==> config.mk <==
export PLATFORM = sky130hd
export DESIGN_NAME = shpa_ram
export DESIGN_NICKNAME = d
export VERILOG_FILES = /design/src/sv/shpa_ram.sv
export SDC_FILE = /design/constraint.sdc
export NUM_CORES = 1
export LEC_CHECK = 0
export BUFFER_PORTS_ARGS = -buffer_cell sky130_fd_sc_hd__buf_2
export CAP_MARGIN = 25
export CORE_MARGIN = 1.5
export CORE_UTILIZATION = 40
export DETAILED_ROUTE_END_ITERATION = 10
export GPL_TIMING_DRIVEN = 1
export SLEW_MARGIN = 20
export SYNTH_ARGS = -nofsm -noshare
export SYNTH_HDL_FRONTEND = slang
export SYNTH_SLANG_ARGS = --single-unit
==> constraint.sdc <==
create_clock -name clk -period 26.2 [get_ports clk]
set_input_delay 3.93 -clock clk [delete_from_list [all_inputs] [get_ports clk]]
set_output_delay 3.93 -clock clk [all_outputs]
set_load 0.02 [all_outputs]
==> src/sv/shpa_ram.sv <==
module shpa_ram #(
  parameter int WIDTH = 168,
  parameter int DEPTH = 9
) (
  input  logic                     clk,
  input  logic                     we,
  input  logic [$clog2(DEPTH)-1:0] waddr,
  input  logic [WIDTH-1:0]         wdata,
  input  logic [$clog2(DEPTH)-1:0] raddr,
  output logic [WIDTH-1:0]         rdata
);

  logic [WIDTH-1:0] mem [DEPTH];

  always_ff @(posedge clk) begin
    if (we) begin
      mem[waddr] <= wdata;
    end
    rdata <= mem[raddr];
  end

endmodule

* After elaboration in Yosys (flattened, before gate mapping)
Memories as Yosys holds them, arrays and structs flattened. A register that Yosys moved wholly into a read port is not among the register bits.
Index checks and enable logic that the tools add are counted.
** Operators by class
- Mux-type cells :: 2
** Operators with widths (count)
- 1-bit two-way mux :: 2
** Word-level totals
- Register bits :: 0
- Memory bits (writable) :: 1512
- Word-level logic and storage cells :: 3
- Output and inout bits :: 168
- Bits of input ports :: 178
- Memories kept :: 1
** Memory list
- mem :: depth 9, width 168, rd ports 1, clocked after memory_dff 1, wr ports 1, line 13 : logic [WIDTH-1:0] mem [DEPTH];

* Logic depth before layout (Yosys ltp)
- Depth in word-level cells :: 2
- Gate-level depth with buffers :: 7
- Gate-level depth less buffers :: 3

* Least setup slack after synthesis
No wires, ideal clock.
- Path kind :: input to register
- Start point :: in waddr[1]
- End point :: mem mem[8][0] (enable)
- Arrival time :: 20173 ps
- Stages on the path :: 1
- Library setup time :: 1126 ps
- Path buffers :: 0
- Setup slack :: 4901 ps
- Required time :: 25074 ps
- Path through :: nor4_1
** RTL lines
- start: declaration :: line 7 : input logic [$clog2(DEPTH)-1:0] waddr,
- end: declaration :: line 13
Straight into the memory's write port.

==> impl_summary.txt <==
----------------------------------------------------
[CTS]
  Setup Buffers After CTS ... 0
  # resized after CTS ... 0
  CTS tree ... done
  Maximum level of the CTS H-tree ... 4
  Post-CTS Hold Fix Bufs ... 0
  TritonCTS Sinks ... 1680
  Worst-case clock buffer depth ... 3
  Clock root cell ... sky130_fd_sc_hd__clkbuf_16
  Number of buffers created by CTS ... 172
  CTS clock-pin slew for the worst setup and hold paths ... 0.06 ns
  Clock latency on the worst-skew pair ... 0.81 ns

[Final layout]
  Area added between synthesis and finish ... 15.63%
  NumNets Final ... 3797
  Most common cell after layout, fill and taps aside ... sky130_fd_sc_hd__edfxtp_1
  Number of filler cells placed in the layout ... 12860
  Ratio of cells with drive above 1 in the final layout ... 26.77%
  Highest-count cells in the layout ignoring fill and taps ... sky130_fd_sc_hd__edfxtp_1, sky130_fd_sc_hd__buf_2, sky130_fd_sc_hd__mux2i_1, sky130_fd_sc_hd__mux2_2, sky130_fd_sc_hd__clkbuf_16

[Floorplan]
  Top-level I/O count ... 346
  Overall die area ... 155800 sq um
  Starting density of the core ... 40.36%
  Vertical extent of the die ... 394.7 um
  Cell row count ... 143
  Total core area ... 152100 sq um
  Floorplan die width ... 394.7 um

[STA]
  Min Clock Period, post-route ... 9.020 ns
  Share of the clock period used by the worst path ... 34.43%
  Final worst clock skew ... 0.02330 ns
  RSZ-0062 raised after global routing ... no
  Count of endpoints failing hold in the final timing report ... 0
  Total negative setup slack ... 0 ns
  Maximum clock frequency ... 110.9 MHz
  Relative max-transition margin ... 30.35%
  Worst-Margin Slew ... 1.045 ns
  Final count of negative-setup-slack endpoints ... 0
  Max-slew violations ... 0
  Hold WS ... 0.4270 ns

[Route]
  First-pass detailed-route iteration total ... 7
  Wire length per cell after detailed routing ... 23.73 um
  Drt drc ... 0
  Ratio of routed vias to standard cells ... 5.247
  Antenna Violating Nets Remaining ... 0
  Routed vias ... 30430
  Total routed wirelength ... 137600 um
  Number of violations reported at the end of detailed-routing iteration 0 ... 2151

[Yosys]
  Flip-flop and latch count after synthesis ... 1680
  Largest area contributor in the synthesized netlist ... sky130_fd_sc_hd__edfxtp_1
  Sequential fraction of the synthesis area ... 79.44%
  Count of distinct cell types in the synthesized netlist ... 22
  Share of the synthesized area in the top cell type ... 73.96%
  Synthesis Warnings ... 0
  Syn Nets ... 3407
  Average cell area after synthesis ... 19.01 sq um
  Area of the mapped netlist ... 61390 sq um
  Top cells by area in the synthesized netlist ... sky130_fd_sc_hd__edfxtp_1, sky130_fd_sc_hd__mux2_2, sky130_fd_sc_hd__dfxtp_1
  Instance count of the mapped netlist ... 3229

[Placed design]
  Detailed-placement wirelength estimate ... 68650 um
  Input/output buffers ... 345
  RD Place Congestion ... 0.7071

[Power]
  Power density over cell area ... 80.20 nW/um^2
  Maximum vdd drop ... 0.05576 mV
  Total power of the final layout ... 5.693 mW
  Leakage power summed over all cells ... 24.46 nW

[Job]
  Number of violations of the max-capacitance limit ... 0

[GRT]
  First-pass GRT wire length ... 201000 um
  Remaining global-route overflow ... 0
  Global Route Usage Sum ... 17.37%
  Via count of the first global-routing pass ... 30510
  Maximum number of pins on one net before global-route repair ... 143
  Initial antenna violation count ... 41

[Setup path]
  Critical path class ... in2reg
  Launching element type of the critical path ... input port
  Cell with the most instances on the worst path ... sky130_fd_sc_hd__buf_4
  Worst-path maximum fanout ... 142
  Critical Path Source ... raddr[0]
  Worst-path cell chain ... buf_8 -> buf_4 -> buf_4 -> buf_4 -> buf_4 -> buf_12 -> mux2_2 -> o22ai_1 -> o31ai_1
  R2R setup slack ... 24.94 ns
  Reg2reg start ... mem[3][119]$_DFFE_PP_
  WP data required ... 26.84 ns
  R2R depth ... 3
  Arrival time of the worst setup path ... 9.66 ns
  Crit path max-delay cell type ... sky130_fd_sc_hd__buf_4
  Worst setup EP type ... flop
  Critical path's largest stage delay ... 0.90 ns

[Run status]
  Run status ... finished, final reports clean

[Min path]
  Worst Hold Path Cells ... 2
  Worst Min Path Start ... mem[8][76]$_DFFE_PP_
  Worst hold-check path type ... reg2reg

----------------------------------------------------
[path summary, 6_finish.rpt]
path                                           end
worst max-delay path             rdata[43]$_DFF_P_
worst min-delay path             rdata[76]$_DFF_P_
worst max register to register  rdata[119]$_DFF_P_
worst min register to register   rdata[76]$_DFF_P_
[flip-flops by register name, indices dropped and copies added, names as in the netlist]
name,cells
mem,1512
rdata,168
[routing by layer]
metal | wire [um] | track usage (%)
met5 | 229 | 0
met4 | 2347 | 4.203
met3 | 7520 | 3.753
met2 | 64650 | 27.63
met1 | 62870 | 24.34
[per-stage QoR]
step | worst slack (ns) | std cells | util, % | area [sq um]
6_report | 17.18 | 5799 | 46.67 | 70980
5_1_grt | 16.93 | 5797 | 46.67 | 70980
4_1_cts | 17.29 | 5795 | 46.67 | 70970
3_5_place_dp | 16.43 | 5475 | 42.97 | 65340
3_3_place_gp | 16.52 | 5475 | 42.97 | 65340
2_1_floorplan | 4.901 | 3229 | - | 61390
[where the power goes]
group          switching, mW  internal [mW]  total [mW]
combinational          0.186          0.103       0.288
sequential            0.0212           2.99        3.01
clock                   1.01           1.38        2.39
[critical path, delay by kind of cell]
family          cells  cell delay (ns)
mux                 1             0.42
buf+inv             6             4.52
compound gates      2             0.26
[cell families (layout without fill, tap and decap cells)]
family                 after synthesis  in the layout  synth area share [%]
flip-flops                        1680           1680                 79.44
multiplexers                       672            672                 11.64
AO/OA/AOI/OAI                      504            504                 6.229
AND/OR/NAND/NOR                    187            187                 1.182
buffers and inverters              186            722                 1.504
other                                0              4                     0
[area by class of cell]
| cell class | instances | area (sq um) | area share (%) |
|---|---|---|---|
| flip-flops and latches | 1680 | 48770 | 68.70 |
| clock buffers | 250 | 4861 | 6.848 |
| clock inverters | 70 | 765.7 | 1.079 |
| well taps | 2030 | 2540 | 3.578 |
| diodes | 4 | 10.01 | 0.01410 |
| multi-input cells | 1363 | 11790 | 16.61 |
| repair buffers | 402 | 2250 | 3.169 |
[cell usage after synthesis]
library cell / n
sky130_fd_sc_hd__o31ai_2: 8
sky130_fd_sc_hd__nand2b_1: 3
sky130_fd_sc_hd__mux2i_1: 336
sky130_fd_sc_hd__o22ai_1: 168
sky130_fd_sc_hd__clkbuf_1: 92
sky130_fd_sc_hd__edfxtp_1: 1512
sky130_fd_sc_hd__o31ai_1: 160
sky130_fd_sc_hd__nor2_1: 7
sky130_fd_sc_hd__clkbuf_4: 2
sky130_fd_sc_hd__or3b_2: 1
sky130_fd_sc_hd__a22o_1: 168
sky130_fd_sc_hd__dfxtp_1: 168
sky130_fd_sc_hd__nor3_1: 2
sky130_fd_sc_hd__buf_6: 11
sky130_fd_sc_hd__nor4_1: 1
sky130_fd_sc_hd__nor2b_1: 1
sky130_fd_sc_hd__mux2_2: 336
sky130_fd_sc_hd__nand3b_1: 1
sky130_fd_sc_hd__buf_1: 11
sky130_fd_sc_hd__buf_4: 19
sky130_fd_sc_hd__buf_2: 51
sky130_fd_sc_hd__nand2_1: 171
(Power assumes the default switching activity.)
